<file path="config.mk">
export PLATFORM = sky130hd
export DESIGN_NAME = adaptive_morse_carrier_classifier
export DESIGN_NICKNAME = d
export VERILOG_FILES = /design/src/hw/rtl/amcc_pkg.sv /design/src/hw/rtl/adaptive_morse_carrier_classifier.sv /design/src/hw/rtl/amcc_core.sv
export SDC_FILE = /design/constraint.sdc
export NUM_CORES = 1
export LEC_CHECK = 0
export BUFFER_PORTS_ARGS = -buffer_cell sky130_fd_sc_hd__buf_2
export CAP_MARGIN = 10
export CORE_MARGIN = 2
export CORE_UTILIZATION = 29
export DETAILED_ROUTE_END_ITERATION = 6
export GPL_ROUTABILITY_DRIVEN = 0
export PLACE_DENSITY = 0.51
export SKIP_CTS_REPAIR_TIMING = 1
export SKIP_LAST_GASP = 1
export SLEW_MARGIN = 20
export SYNTH_ARGS = -nofsm -noshare
export SYNTH_HDL_FRONTEND = slang
export SYNTH_SLANG_ARGS = --single-unit
</file>
<file path="constraint.sdc">
create_clock -name i_clk -period 25.9 [get_ports i_clk]
set_input_delay 2.59 -clock i_clk [delete_from_list [all_inputs] [get_ports i_clk]]
set_output_delay 2.59 -clock i_clk [all_outputs]
set_load 0.02 [all_outputs]
</file>
<file path="src/hw/rtl/amcc_pkg.sv">
// Shared types and constants for the adaptive Morse carrier classifier.
package amcc_pkg;

    // Event codes carried on the result channel
    typedef enum logic [2:0] {
        EV_NONE   = 3'd0,
        EV_DOT    = 3'd1,
        EV_DASH   = 3'd2,
        EV_LETTER = 3'd3,
        EV_WORD   = 3'd4
    } t_event;

    // Configuration register indexes
    typedef enum logic [1:0] {
        CFG_MIN_MARK = 2'd0,
        CFG_SQUELCH  = 2'd1,
        CFG_RADIO    = 2'd2
    } t_cfg_idx;

    localparam int CFG_IDX_W  = 2;
    localparam int CFG_DATA_W = 16;
    localparam int MIN_MARK_W = 10;
    localparam int SQUELCH_W  = 16;
    localparam int TIME_W     = 32;
    localparam int UNIT_W     = 9;

    localparam logic [MIN_MARK_W-1:0] MIN_MARK_RESET = 10'd10;
    localparam logic [SQUELCH_W-1:0]  SQUELCH_RESET  = 16'd3000;

    localparam logic [UNIT_W-1:0] UNIT_RESET = 9'd100;
    localparam logic [UNIT_W-1:0] UNIT_MIN   = 9'd30;
    localparam logic [UNIT_W-1:0] UNIT_MAX   = 9'd400;

    // Mark lengths are saturated to 14 bits before learning; anything that
    // long already pulls the unit past the upper clamp.
    localparam int               HELD_W   = 14;
    localparam logic [HELD_W-1:0] HELD_SAT = '1;

    // x / 3 == (x * 21846) >> 16, exact for x below 2^15
    localparam logic [15:0] DIV3_RECIP = 16'd21846;
    localparam int          DIV3_SHIFT = 16;

    // One polled sample
    typedef struct packed {
        logic [TIME_W-1:0] now_ms;
        logic              carrier_level;
        logic              receive_mode;
    } t_poll;

    // Configuration register set
    typedef struct packed {
        logic [MIN_MARK_W-1:0] min_mark_ms;
        logic [SQUELCH_W-1:0]  squelch_idle_ms;
        logic                  radio_present;
    } t_cfg;

endpackage

</file>
<file path="src/hw/rtl/adaptive_morse_carrier_classifier.sv">
// Top level: handshake stages, configuration registers and the classifier core.
//
//  channel  | direction | handshake                 | beat contents
//  ---------+-----------+---------------------------+--------------------------------
//  in       | input     | i_in_valid / o_in_ready   | now_ms, carrier_level, receive_mode
//  out      | output    | o_out_valid / i_out_ready | event_code
//  cfg      | input     | i_cfg_we (no wait)        | i_cfg_addr, i_cfg_wdata
//
//  Each beat passes through the input register, then the result register.
//  One beat per cycle is sustained while i_out_ready holds; state updates on each beat.
//  Reset is synchronous, active low; it restores config defaults and a 100 ms unit.
//  A stalled result holds the result register; the input register keeps taking
//  a beat until it is also full, then o_in_ready drops.
module adaptive_morse_carrier_classifier (
    input  logic                                i_clk,
    input  logic                                i_rst_n,
    input  logic                                i_in_valid,
    output logic                                o_in_ready,
    input  logic [amcc_pkg::TIME_W-1:0]         i_now_ms,
    input  logic                                i_carrier_level,
    input  logic                                i_receive_mode,
    output logic                                o_out_valid,
    input  logic                                i_out_ready,
    output logic [2:0]                          o_event_code,
    input  logic                                i_cfg_we,
    input  logic [amcc_pkg::CFG_IDX_W-1:0]      i_cfg_addr,
    input  logic [amcc_pkg::CFG_DATA_W-1:0]     i_cfg_wdata
);
    import amcc_pkg::*;

    logic   r_in_valid;
    t_poll  r_poll;
    logic   r_out_valid;
    t_event r_event;
    t_cfg   r_cfg;
    t_event core_event;
    logic   adv;

    // The input stage moves on whenever the result slot is free or draining
    assign adv        = r_in_valid && (!r_out_valid || i_out_ready);
    assign o_in_ready = !r_in_valid || adv;

    // Input register
    always_ff @(posedge i_clk) begin
        if (!i_rst_n) begin
            r_in_valid <= 1'b0;
        end else if (o_in_ready) begin
            r_in_valid <= i_in_valid;
        end
    end

    always_ff @(posedge i_clk) begin
        if (o_in_ready && i_in_valid) begin
            r_poll.now_ms        <= i_now_ms;
            r_poll.carrier_level <= i_carrier_level;
            r_poll.receive_mode  <= i_receive_mode;
        end
    end

    // Configuration registers
    always_ff @(posedge i_clk) begin
        if (!i_rst_n) begin
            r_cfg.min_mark_ms     <= MIN_MARK_RESET;
            r_cfg.squelch_idle_ms <= SQUELCH_RESET;
            r_cfg.radio_present   <= 1'b1;
        end else if (i_cfg_we) begin
            unique case (t_cfg_idx'(i_cfg_addr))
                CFG_MIN_MARK: r_cfg.min_mark_ms     <= i_cfg_wdata[MIN_MARK_W-1:0];
                CFG_SQUELCH:  r_cfg.squelch_idle_ms <= i_cfg_wdata[SQUELCH_W-1:0];
                CFG_RADIO:    r_cfg.radio_present   <= i_cfg_wdata[0];
                default:      ;
            endcase
        end
    end

    amcc_core u_core (
        .i_clk   (i_clk),
        .i_rst_n (i_rst_n),
        .i_adv   (adv),
        .i_poll  (r_poll),
        .i_cfg   (r_cfg),
        .o_event (core_event)
    );

    // Result register
    always_ff @(posedge i_clk) begin
        if (!i_rst_n) begin
            r_out_valid <= 1'b0;
        end else if (adv) begin
            r_out_valid <= 1'b1;
        end else if (i_out_ready) begin
            r_out_valid <= 1'b0;
        end
    end

    always_ff @(posedge i_clk) begin
        if (adv) begin
            r_event <= core_event;
        end
    end

    assign o_out_valid  = r_out_valid;
    assign o_event_code = r_event;

    // Checks
    a_ready_only_when_full: assert property (@(posedge i_clk) disable iff (!i_rst_n)
        !o_in_ready |-> (r_in_valid && r_out_valid && !i_out_ready))
        else $error("input stalled without a full pipeline");

    a_adv_fills_output: assert property (@(posedge i_clk) disable iff (!i_rst_n)
        adv |=> r_out_valid)
        else $error("result lost after advance");

    a_event_legal: assert property (@(posedge i_clk) disable iff (!i_rst_n)
        r_out_valid |-> (r_event == EV_NONE || r_event == EV_DOT || r_event == EV_DASH ||
                         r_event == EV_LETTER || r_event == EV_WORD))
        else $error("illegal event code");

endmodule

</file>
<file path="src/hw/rtl/amcc_core.sv">
// Edge tracking, mark classification, gap detection and unit learning.
module amcc_core (
    input  logic            i_clk,
    input  logic            i_rst_n,
    input  logic            i_adv,
    input  amcc_pkg::t_poll i_poll,
    input  amcc_pkg::t_cfg  i_cfg,
    output amcc_pkg::t_event o_event
);
    import amcc_pkg::*;

    // Classifier state. A mark is in progress exactly when the last
    // carrier reading was high, so one bit serves both.
    logic              r_last_level, n_last_level;
    logic [TIME_W-1:0] r_mark_start, n_mark_start;
    logic [TIME_W-1:0] r_space_start, n_space_start;
    logic              r_letter_closed, n_letter_closed;
    logic              r_word_closed, n_word_closed;
    logic              r_symbol_seen, n_symbol_seen;
    logic [UNIT_W-1:0] r_unit, n_unit;

    logic                 reading;
    logic [TIME_W-1:0]    held;
    logic [TIME_W-1:0]    idle;
    logic [UNIT_W:0]      unit_x2;
    logic [UNIT_W+2:0]    unit_x6;
    logic                 is_dash;
    logic [HELD_W-1:0]    held_sat;
    logic [HELD_W+15:0]   div3_prod;
    logic [HELD_W-1:0]    target;
    logic signed [HELD_W:0] diff;
    logic signed [HELD_W:0] diff_adj;
    logic signed [HELD_W:0] pull;
    logic signed [HELD_W+1:0] unit_sum;
    logic [UNIT_W-1:0]    learned_unit;
    t_event               event_c;

    // Durations, wrap modulo 2^32
    assign reading = i_cfg.radio_present & i_poll.carrier_level;
    assign held    = i_poll.now_ms - r_mark_start;
    assign idle    = i_poll.now_ms - r_space_start;
    assign unit_x2 = {r_unit, 1'b0};
    assign unit_x6 = {r_unit, 2'b00} + {1'b0, r_unit, 1'b0};
    assign is_dash = held >= TIME_W'(unit_x2);

    // Learning target: mark length for a dot, a third of it for a dash
    assign held_sat  = (held > TIME_W'(HELD_SAT)) ? HELD_SAT : held[HELD_W-1:0];
    assign div3_prod = held_sat * DIV3_RECIP;
    assign target    = is_dash ? div3_prod[DIV3_SHIFT +: HELD_W] : held_sat;

    // unit + (target - unit) / 8, truncating toward zero, then clamp
    always_comb begin
        diff     = $signed({1'b0, target}) - $signed((HELD_W+1)'(r_unit));
        diff_adj = diff + (diff[HELD_W] ? (HELD_W+1)'(7) : (HELD_W+1)'(0));
        pull     = diff_adj >>> 3;
        unit_sum = $signed((HELD_W+2)'(r_unit)) + $signed({pull[HELD_W], pull});
        if (unit_sum < $signed((HELD_W+2)'(UNIT_MIN))) begin
            learned_unit = UNIT_MIN;
        end else if (unit_sum > $signed((HELD_W+2)'(UNIT_MAX))) begin
            learned_unit = UNIT_MAX;
        end else begin
            learned_unit = unit_sum[UNIT_W-1:0];
        end
    end

    // Next state and event for one sample
    always_comb begin
        n_last_level    = r_last_level;
        n_mark_start    = r_mark_start;
        n_space_start   = r_space_start;
        n_letter_closed = r_letter_closed;
        n_word_closed   = r_word_closed;
        n_symbol_seen   = r_symbol_seen;
        n_unit          = r_unit;
        event_c         = EV_NONE;
        if (i_poll.receive_mode) begin
            if (reading != r_last_level) begin
                n_last_level = reading;
                if (reading) begin
                    n_mark_start = i_poll.now_ms;
                end else begin
                    n_space_start = i_poll.now_ms;
                    // marks shorter than the minimum are noise
                    if (held >= TIME_W'(i_cfg.min_mark_ms)) begin
                        n_letter_closed = 1'b0;
                        n_word_closed   = 1'b0;
                        n_symbol_seen   = 1'b1;
                        n_unit          = learned_unit;
                        event_c         = is_dash ? EV_DASH : EV_DOT;
                    end
                end
            end else if (!r_last_level && r_symbol_seen) begin
                if (!r_letter_closed && idle >= TIME_W'(unit_x2)) begin
                    n_letter_closed = 1'b1;
                    event_c         = EV_LETTER;
                end else if (r_letter_closed && !r_word_closed &&
                             idle >= TIME_W'(unit_x6)) begin
                    n_word_closed = 1'b1;
                    event_c       = EV_WORD;
                end else if (idle >= TIME_W'(i_cfg.squelch_idle_ms)) begin
                    // long silence: forget the sender's speed
                    n_symbol_seen = 1'b0;
                    n_unit        = UNIT_RESET;
                end
            end
        end
    end

    assign o_event = event_c;

    // State register, updated as each beat moves to the result stage
    always_ff @(posedge i_clk) begin
        if (!i_rst_n) begin
            r_last_level    <= 1'b0;
            r_mark_start    <= '0;
            r_space_start   <= '0;
            r_letter_closed <= 1'b0;
            r_word_closed   <= 1'b0;
            r_symbol_seen   <= 1'b0;
            r_unit          <= UNIT_RESET;
        end else if (i_adv) begin
            r_last_level    <= n_last_level;
            r_mark_start    <= n_mark_start;
            r_space_start   <= n_space_start;
            r_letter_closed <= n_letter_closed;
            r_word_closed   <= n_word_closed;
            r_symbol_seen   <= n_symbol_seen;
            r_unit          <= n_unit;
        end
    end

    // Checks
    a_unit_range: assert property (@(posedge i_clk) disable iff (!i_rst_n)
        r_unit >= UNIT_MIN && r_unit <= UNIT_MAX)
        else $error("unit out of range");

    a_word_after_letter: assert property (@(posedge i_clk) disable iff (!i_rst_n)
        r_word_closed |-> r_letter_closed)
        else $error("word gap closed without letter gap");

    a_symbol_marks_seen: assert property (@(posedge i_clk) disable iff (!i_rst_n)
        (i_adv && (event_c == EV_DOT || event_c == EV_DASH)) |=> r_symbol_seen)
        else $error("symbol not recorded");

    a_no_rx_holds: assert property (@(posedge i_clk) disable iff (!i_rst_n)
        (i_adv && !i_poll.receive_mode) |=>
            ($stable(r_unit) && $stable(r_last_level) && $stable(r_symbol_seen)))
        else $error("state changed outside receive mode");

endmodule

</file>
## Word-level counts from Yosys, hierarchy flattened

Cells that the tools add are included.
W data, S select, Z words.

- Register bits: 143
- Output and inout bits: 5
- Logic and storage cells: 105
- Input bits: 57

- $lt $le $gt $ge: 8
- Add/subtract/negate cells: 6
- Bitwise operators: 2
- Reductions and logical operators: 28
- Eq/ne operators: 7
- Multipliers: 1
- Mux-type cells: 37

Operators by type and width:

| kind | count |
|---|---|
| $ge A32 B10 Y1 | 3 |
| $mux W9 | 9 |
| $sub A32 B32 Y32 | 2 |
| $ge A32 B12 Y1 | 1 |
| $ge A32 B16 Y1 | 1 |
| $gt A32 B14 Y1 const B | 1 |
| $mul A14 B14 Y28 const B | 1 |
| $mux W14 | 2 |
| $mux W3 | 7 |
| $mux W1 | 18 |
| $gt A16 B10 Y1 const B | 1 |
| $lt A16 B6 Y1 const B | 1 |
| $add A15 B4 Y15 | 1 |
| $sub A14 B9 Y15 | 1 |
| $add A10 B12 Y13 | 1 |
| $add A11 B10 Y12 | 1 |
| $reduce_bool A2 Y1 | 5 |
| $reduce_and A4 Y1 | 2 |
| $reduce_and A8 Y1 | 1 |
| $reduce_and A7 Y1 | 1 |
| $logic_and A1 B1 Y1 | 6 |
| $reduce_and A2 Y1 | 3 |
| $reduce_and A6 Y1 | 1 |
| $logic_not A1 Y1 | 5 |
| 11 further kinds | 14 |

## Depth between registers and ports, before layout

Gate-level depths: netlist of the first run.

- Depth after elaboration: 15
- Depth in mapped cells: 71
- Mapped depth without buffers: 70

## Hierarchy

A second synthesis of the first run with hierarchy kept.

- Cell total of the unflattened synthesis: 2037
- Area, all modules: 16091.7 um^2

Modules (own cells, without submodules):

| module | area each (um^2) | times used | cells each | sequential area each (um^2) |
|---|---|---|---|---|
| amcc_core | 13750.7 | 1 | 1872 | 1541.5 |
| adaptive_morse_carrier_classifier | 2341.0 | 1 | 165 | 1691.6 |

## Worst setup path before layout of the first run

Ideal clock, no wire load.

- Path kind: flip-flop to flip-flop
- From: reg r_poll[2] (netlist name)
- To: reg u_core.r_unit[5]
- Data arrival time: 13.733 ns
- Data required time: 25.827 ns
- Setup time: 0.073 ns
- Cell stages (with the launch flop): 68
- Path buffers: 1
- Path slack: 12.094 ns
- Clock period less this slack: 13.806 ns
- Cell sequence: edfxtp_1 inv_1 ha_1 inv_1 fa_1 a21o_1 a221oi_4 o21ba_2 o41ai_4 xnor2_1 o21ai_1 a2111oi_4 nand4_1 clkbuf_1 or2_1 nor2_1 inv_1 ha_1 [... 32 more ...] o21a_1 nand2_1 xnor2_1 ha_1 nor2b_1 o21ai_0 nand2b_1 a21o_1 a21o_1 a31oi_1 inv_1 a21oi_1 or2b_1 nor3b_2 o21ai_0 a22o_1 or4b_1 o211ai_2

- Longest elaborated chain between the ends: 15
- Elaborated cells on any way between the ends: 29
- Classes of those cells: add/sub: 5; mul: 1; order compare: 8; eq/ne: 3; mux: 8; reduce/logical: 4

Ends and longest elaborated chain:

| item | line | RTL |
|---|---|---|
| start, declared | adaptive_morse_carrier_classifier.sv:32 | `t_poll r_poll;` |
| $sub A32 B32 Y32 | amcc_core.sv:40 | `assign held = i_poll.now_ms - r_mark_start;` |
| $gt A32 B14 Y1 | amcc_core.sv:47 | `assign held_sat = (held > TIME_W'(HELD_SAT)) ? HELD_SAT : held[HELD_W-1:0];` |
| $mux W14 | amcc_core.sv:47 |  |
| $mul A14 B14 Y28 | amcc_core.sv:48 | `assign div3_prod = held_sat * DIV3_RECIP;` |
| $mux W14 | amcc_core.sv:49 | `assign target = is_dash ? div3_prod[DIV3_SHIFT +: HELD_W] : held_sat;` |
| $sub A14 B9 Y15 | amcc_core.sv:53 | `diff = $signed({1'b0, target}) - $signed((HELD_W+1)'(r_unit));` |
| $mux W3 | amcc_core.sv:54 | `diff_adj = diff + (diff[HELD_W] ? (HELD_W+1)'(7) : (HELD_W+1)'(0));` |
| $add A15 B4 Y15 | amcc_core.sv:54 |  |
| $add A10 B12 Y13 | amcc_core.sv:56 | `unit_sum = $signed((HELD_W+2)'(r_unit)) + $signed({pull[HELD_W], pull});` |
| $gt A16 B10 Y1 | amcc_core.sv:59 | `end else if (unit_sum > $signed((HELD_W+2)'(UNIT_MAX))) begin` |
| $mux W9 | amcc_core.sv:59 |  |
| $mux W9 | amcc_core.sv:57 | `if (unit_sum < $signed((HELD_W+2)'(UNIT_MIN))) begin` |
| $mux W9 | amcc_core.sv:84 | `if (held >= TIME_W'(i_cfg.min_mark_ms)) begin` |
| $mux W9 | amcc_core.sv:79 | `if (reading) begin` |
| $mux W9 | amcc_core.sv:77 | `if (reading != r_last_level) begin` |
| end signal, assigned | amcc_core.sv:128 | `r_unit <= n_unit;` |
| end, declared | amcc_core.sv:20 | `logic [UNIT_W-1:0] r_unit, n_unit;` |

Parallel ways exist; a longest one is shown, timed or not. The select of a mux whose other input is x is not followed.
A chain may end at the register's enable or synchronous reset.

## Worst setup path after layout of the first run

Same ends and word-level chain as after synthesis.

==> reports/metrics.cfg, run 1 <==
[power]
power_report.internal_total_mw = 0.453
power.net_switching_mw = 0.196
power.share.sequential_pct = 37.4
totalPowerFinal_mw = 0.649
power_density_mw_per_mm2 = 37.8
power.clock.fraction_pct = 40.5
p_comb_share_pct = 22.1
p_sw_share_pct = 30.2
vdd_ir_drop_max_mv = 0.0470
p_leak_nw = 7.16

[sta]
period_minus_slack_ns = 15.58
unrepaired_setup_endpoints_after_global_routing = no
worstMarginPinSlew_ns = 1.06
final-hold-violation-count = 0
timing.slew.headroom_pct = 29.2
fin_skew_ns = 0.0135
timing_max_transition_violations_final = 0
fmax_ghz = 0.0642
finalSetupViolations = 0
fin_crit_sh_pct = 60.2
final.setup.tns_ns = 0

[synthesis]
syn_avg_cell_area_um2 = 8.04
yosys_warnings = 0
synth_seq_cells = 143
net_count_after_synthesis = 2293
syn_area_mm2 = 0.0156
synthArstFlopShare_pct = 0
synth.yosys.seq_area_share_pct = 20.8
synth.lib_cells_used.distinct = 96
synth_top_flop_cell = dfxtp_1
synth_enable_flop_cells = 37
syn_inst = 1935

[critical_path]
r2r_setup_slack_ns = 10.32
cp.required_ns = 26.28
category_of_the_worst_setup_path_capture_point = flop
worst_path_arrival_time_ns = 15.96
cell_with_the_biggest_individual_delay_on_the_critical_path = fa_1
cpMostUsedCell = a21oi_1
critPathMaxFanout = 11
max_stage_delay_ns = 0.55
timing.critical_path.from_type = flop
critical_path_type = reg -> reg

[global_routing]
grt_max_degree = 88
grt_first_pass_wirelength_um = 70500
grt_pass1_vias = 13200
gr-total-overflow = 0
grt_antenna_before_repair = 1
track_usage_pct = 16.0

[route]
dr_total_vias = 13400
ant_nets_after_route = 0
via_per_inst = 5.02
dr.first_iter.drc_count = 788
wl_per_cell_um = 16.5
drc_violations_left = 0
wl_um = 44000
dr.pass1.iters = 5

[clock_tree]
clock_tree.htree_level_count = 4
clk_root_buffer_cell = clkbuf_16
tritoncts = yes
tritoncts.num_buffers = 17
clkSinkCount = 143
cts_buffer_depth = 2
clkTransAtPathRegs_ns = 0.06
clk_latency_ns = 0.45

[floorplan]
die_height_um = 236
standard_cell_rows = 84
initial_utilization_pct = 29.5
core_mm2 = 0.0528
dieArea_mm2 = 0.0555
die_width_um = 236
boundaryPins = 62

[flow_run]
maxCapViolCount = 0

[placed_design]
buffer_ports.inserted = 61
dpl_cell_area_mm2 = 0.0165
post-dp-hpwl_um = 36000
place.detailed.instances = 2634

[finish]
insertedDiodeCount = 0
layout.cells.most_common_list = nand2_1, inv_1, ha_1
synthToLayoutAreaGrowth_pct = 10.3
nets = 2323
stdcell_count = 2666
stdcell_area_mm2 = 0.0172
final_common_cell = nand2_1
fill_cells = 5606
finalCoreUtilization_pct = 32.5
drive_gt1_share_pct = 6.88

[status]
outcome = completed

[hold_path]
hold_path.class = reg -> reg

==> kinds of logic after synthesis <==
logic type      Yosys count  synth area share [%]
simple gates            569                  17.4
fa+ha+maj               301                  27.1
mux                      15                  1.01
compound gates          513                  21.2
xor+xnor                 82                  4.61
flops                   143                  20.8
buf+inv                 312                  7.86
==> power by group through the flow <==
stage / registers [mW] / clock network (mW) / logic (mW)
2_1_floorplan: 0.246 / 0 / 0.104
5_1_grt: 0.244 / 0.278 / 0.162
3_3_place_gp: 0.248 / 0 / 0.140
6_report: 0.243 / 0.263 / 0.143
4_1_cts: 0.243 / 0.270 / 0.143
3_5_place_dp: 0.248 / 0 / 0.142
==> final cells by class <==
class | count | area [µm²] | share of cell area [%]
multi-input cells | 1480 | 11100 | 64.8
flip-flops and latches | 143 | 3230 | 18.8
well taps | 688 | 861 | 5.02
clock buffers | 22 | 518 | 3.02
clock inverters | 10 | 118 | 0.685
repair buffers | 67 | 350 | 2.04
inverters | 256 | 961 | 5.60
==> flip-flops by register name, indices dropped and copies added, names as in the netlist <==
| signal | cells |
|---|---|
| o_out_valid | 1 |
| u_core.r_mark_start | 32 |
| u_core.r_word_closed | 1 |
| u_core.r_letter_closed | 1 |
| r_in_valid | 1 |
| r_poll | 34 |
| u_core.r_space_start | 32 |
| r_cfg | 27 |
| u_core.r_symbol_seen | 1 |
| u_core.r_last_level | 1 |
| o_event_code | 3 |
| u_core.r_unit | 9 |
==> worst paths after layout <==
check | from | end | cells past startpoint
min reg2reg | u_core.r_space_start[20] | u_core.r_space_start[20] | 2
max reg2reg | r_poll[2] | u_core.r_unit[5] | 66
max | r_poll[2] | u_core.r_unit[5] | 66
min | u_core.r_space_start[20] | u_core.r_space_start[20] | 2
==> per-layer routing <==
metal	vias to the layer above	wire length, µm	track usage (%)
met2	260	20700	27.2
met3	49	1950	2.86
li1	6737	-	-
met1	6342	20500	20.6
met5	-	0	0
met4	0	905	4.57
==> cell usage after synthesis (5+ instances only) <==
| cell type | instances | area, µm² |
|---|---|---|
| nand2_1 | 263 | 987 |
| inv_1 | 255 | 957 |
| ha_1 | 240 | 3000 |
| a21oi_1 | 195 | 976 |
| nor2_1 | 107 | 402 |
| dfxtp_1 | 106 | 2120 |
| o21ai_0 | 77 | 385 |
| fa_1 | 61 | 1220 |
| a21o_1 | 55 | 413 |
| xnor2_1 | 50 | 438 |
| edfxtp_1 | 37 | 1110 |
| clkbuf_1 | 36 | 135 |
| xor2_1 | 32 | 280 |
| o211ai_1 | 26 | 195 |
| nand2b_1 | 23 | 144 |
| nor2b_1 | 22 | 138 |
| nor3_1 | 22 | 110 |
| o21a_1 | 22 | 165 |
| and2_1 | 19 | 119 |
| nand3_1 | 17 | 85.1 |
| nand4_1 | 17 | 106 |
| a211oi_1 | 16 | 120 |
| o21bai_1 | 14 | 105 |
| or3_1 | 14 | 87.6 |
| a21boi_0 | 13 | 97.6 |
| o21ai_1 | 13 | 65.1 |
| and3_1 | 11 | 68.8 |
| mux2i_1 | 11 | 110 |
| a31oi_1 | 9 | 56.3 |
| nand3b_1 | 8 | 60.1 |
| nor4_1 | 8 | 50.1 |
| o31ai_1 | 7 | 52.6 |
| buf_2 | 6 | 30.0 |
| buf_4 | 6 | 45.0 |
| a211o_1 | 5 | 43.8 |
| buf_1 | 5 | 18.8 |
| nor3b_1 | 5 | 37.5 |
| o31a_1 | 5 | 43.8 |
| or2_2 | 5 | 31.3 |
==> metrics by stage <==
step	hold slack, ns	setup slack, ns
final	0.453	10.32
after global routing	0.466	9.00
after CTS	0.456	10.32
after detailed placement	0.448	10.38
after global placement	0.442	10.76
after floorplan	0.436	12.09
==> worst max-delay path, delay by kind of cell (launching register included) <==
kind,cells,cell delay [ns]
flops,1,0.42
xor+xnor,3,0.60
compound gates,29,5.77
fa+ha+maj,12,4.47
simple gates,16,3.77
buf+inv,6,0.46
(Power assumes the default switching activity.)
==> run 2, diff against run 1 <==
--- a/config.mk
+++ b/config.mk
@@ -11,7 +11,7 @@
 export CORE_UTILIZATION = 29
 export DETAILED_ROUTE_END_ITERATION = 6
 export GPL_ROUTABILITY_DRIVEN = 0
-export PLACE_DENSITY = 0.51
+export PLACE_DENSITY = 0.52
 export SKIP_CTS_REPAIR_TIMING = 1
 export SKIP_LAST_GASP = 1
 export SLEW_MARGIN = 20
==> constraint.sdc (replaced) <==
create_clock -name i_clk -period 13.2 [get_ports i_clk]
set_input_delay 1.32 -clock i_clk [delete_from_list [all_inputs] [get_ports i_clk]]
set_output_delay 1.32 -clock i_clk [all_outputs]
set_load 0.02 [all_outputs]
==> run 2 against run 1 <==
Net effect:
- the run now ends with negative setup slack left
- power rose by 96%
- setup slack lost 10 ns
- critical endpoint is now u_core.r_unit[4]
- routed wire length is 6.0% higher
- flip-flop and latch count unchanged
- non-clock buffer count increased by 243
- die area unchanged
- final area increased by 14%
- maximum frequency rose by 17%
==> reports/metrics.cfg, run 2 (same netlist as run 1, synthesis figures left out) <==
[global_routing]
track_usage_pct = 16.4
gr-total-overflow = 0
grt_first_pass_wirelength_um = 73000
grt_pass1_vias = 13900
grt_antenna_before_repair = 0
grt_max_degree = 57

[sta]
period_minus_slack_ns = 13.32
layout_setup_ws_ns = -0.120
timing.slew.headroom_pct = 36.9
holdWs_ns = 0.453
unrepaired_setup_endpoints_after_global_routing = yes
fmax_ghz = 0.0751
timing_max_transition_violations_final = 0
finalSetupViolations = 4
worstMarginPinSlew_ns = 0.938
fin_skew_ns = 0.0176
final-hold-violation-count = 0
fin_crit_sh_pct = 101

[critical_path]
worstSetupEndpoint = u_core.r_unit[4]
worst_path_arrival_time_ns = 13.63
worst_r2r_path_depth = 69
category_of_the_worst_setup_path_capture_point = flop
r2r_start = r_poll[2]
cell_with_the_biggest_individual_delay_on_the_critical_path = fa_1
critPathMaxFanout = 6
r2r-end = u_core.r_unit[4]
r2r_setup_slack_ns = -0.12
setup.worst_path.start = r_poll[2]
critical_path_type = reg -> reg
max_stage_delay_ns = 0.51
cp.required_ns = 13.51
timing.critical_path.from_type = flop

[power]
vdd_ir_drop_max_mv = 0.0768
power_density_mw_per_mm2 = 65.1
p_leak_nw = 8.34

[finish]
final_common_cell = nand2_1
drive_gt1_share_pct = 21.4
finalCoreUtilization_pct = 37.0
multi_input_comb_area_mm2 = 0.0117
fill_cells = 5501
stdcell_area_mm2 = 0.0195
biggestRegsByFlops = r_poll (34), u_core.r_mark_start (32), u_core.r_space_start (32)
largest_register_ff_count = 34
layout.cells.most_common_list = nand2_1, buf_4, inv_1
nets = 2566
regMostFlops = r_poll
regArea_mm2 = 0.00323
synthToLayoutAreaGrowth_pct = 25.4
stdcell_count = 2909
insertedDiodeCount = 0

[floorplan]
die_width_um = 236
core_mm2 = 0.0528
standard_cell_rows = 84
dieArea_mm2 = 0.0555
initial_utilization_pct = 29.5
die_height_um = 236
boundaryPins = 62

[clock_tree]
clock_tree.htree_level_count = 4
clk_latency_ns = 0.45
cts_buffer_depth = 2
tritoncts = yes
tritoncts.num_buffers = 17
clkTransAtPathRegs_ns = 0.07
clkSinkCount = 143
clk_root_buffer_cell = clkbuf_16

[route]
drc_violations_left = 0
dr.first_iter.drc_count = 667
ant_nets_after_route = 0
via_per_inst = 4.89
dr.pass1.iters = 7
wl_per_cell_um = 16.1
wl_um = 46700
dr_total_vias = 14200

[flow_run]
maxCapViolCount = 0

[placed_design]
post-dp-hpwl_um = 38600
dpl_cell_area_mm2 = 0.0183
buffer_ports.inserted = 61
place.detailed.instances = 2851
dp_slack_ns = -0.565

[status]
violations = negative setup slack
outcome = finished with violations

[hold_path]
holdPathStages = 2
hold_path.class = reg -> reg

## run 2: changes by cell type in the layout (fill, tap and decap cells not counted), sizes merged
cell,previous run,this run
bufinv,2,1
clkbuf,22,20
buf,67,310
inv,259,260
clkinv,2,4
## run 2: critical path: cells and delay by family, from the launching register on
kind                       cells  cell delay (ns)
AOI/OAI and AO/OA             30             4.98
DFF                            1             0.40
and+or+nand+nor               16             2.60
buffers and inverters          8             0.72
xor gates and xnor gates       3             0.50
adders and majority gates     12             3.98
## run 2: cell type report
type / instances / share of cell area, %
clock buffers: 20 / 2.29
repair buffers: 310 / 11.2
well taps: 688 / 4.41
clock inverters: 12 / 0.564
flip-flops and latches: 143 / 16.6
inverters: 256 / 4.94
multi-input cells: 1480 / 60.0
## run 2: worst min path at each step
stage / start / end / slack (ns)
after floorplan: r_cfg[0] / r_cfg[0] / 0.44
after global placement: u_core.r_space_start[3] / u_core.r_space_start[3] / 0.44
after detailed placement: u_core.r_space_start[5] / u_core.r_space_start[5] / 0.45
after CTS: u_core.r_space_start[17] / u_core.r_space_start[17] / 0.45
after global routing: u_core.r_space_start[5] / u_core.r_space_start[5] / 0.47
final: u_core.r_mark_start[17] / u_core.r_mark_start[17] / 0.45
## run 2: stage by stage
stage | TNS (ns) | power [mW]
floorplan | 0 | 0.689
global placement | -1.07 | 0.800
detailed placement | -3.63 | 0.806
CTS | -4.16 | 1.28
global route | -6.88 | 1.34
finish | -0.346 | 1.27
## run 2: where the power goes
group          internal, mW  switching, mW  total, mW
logic                 0.142          0.189      0.331
registers             0.465        0.00965      0.474
clock network         0.265          0.200      0.465
## run 2: layer usage
metal | wire [µm] | global-route usage [%] | vias up
met5 | 0 | 0 | -
met4 | 1080 | 4.79 | 0
met3 | 1370 | 1.74 | 60
met2 | 22200 | 28.1 | 223
met1 | 22100 | 21.7 | 6703
li1 | - | - | 7236
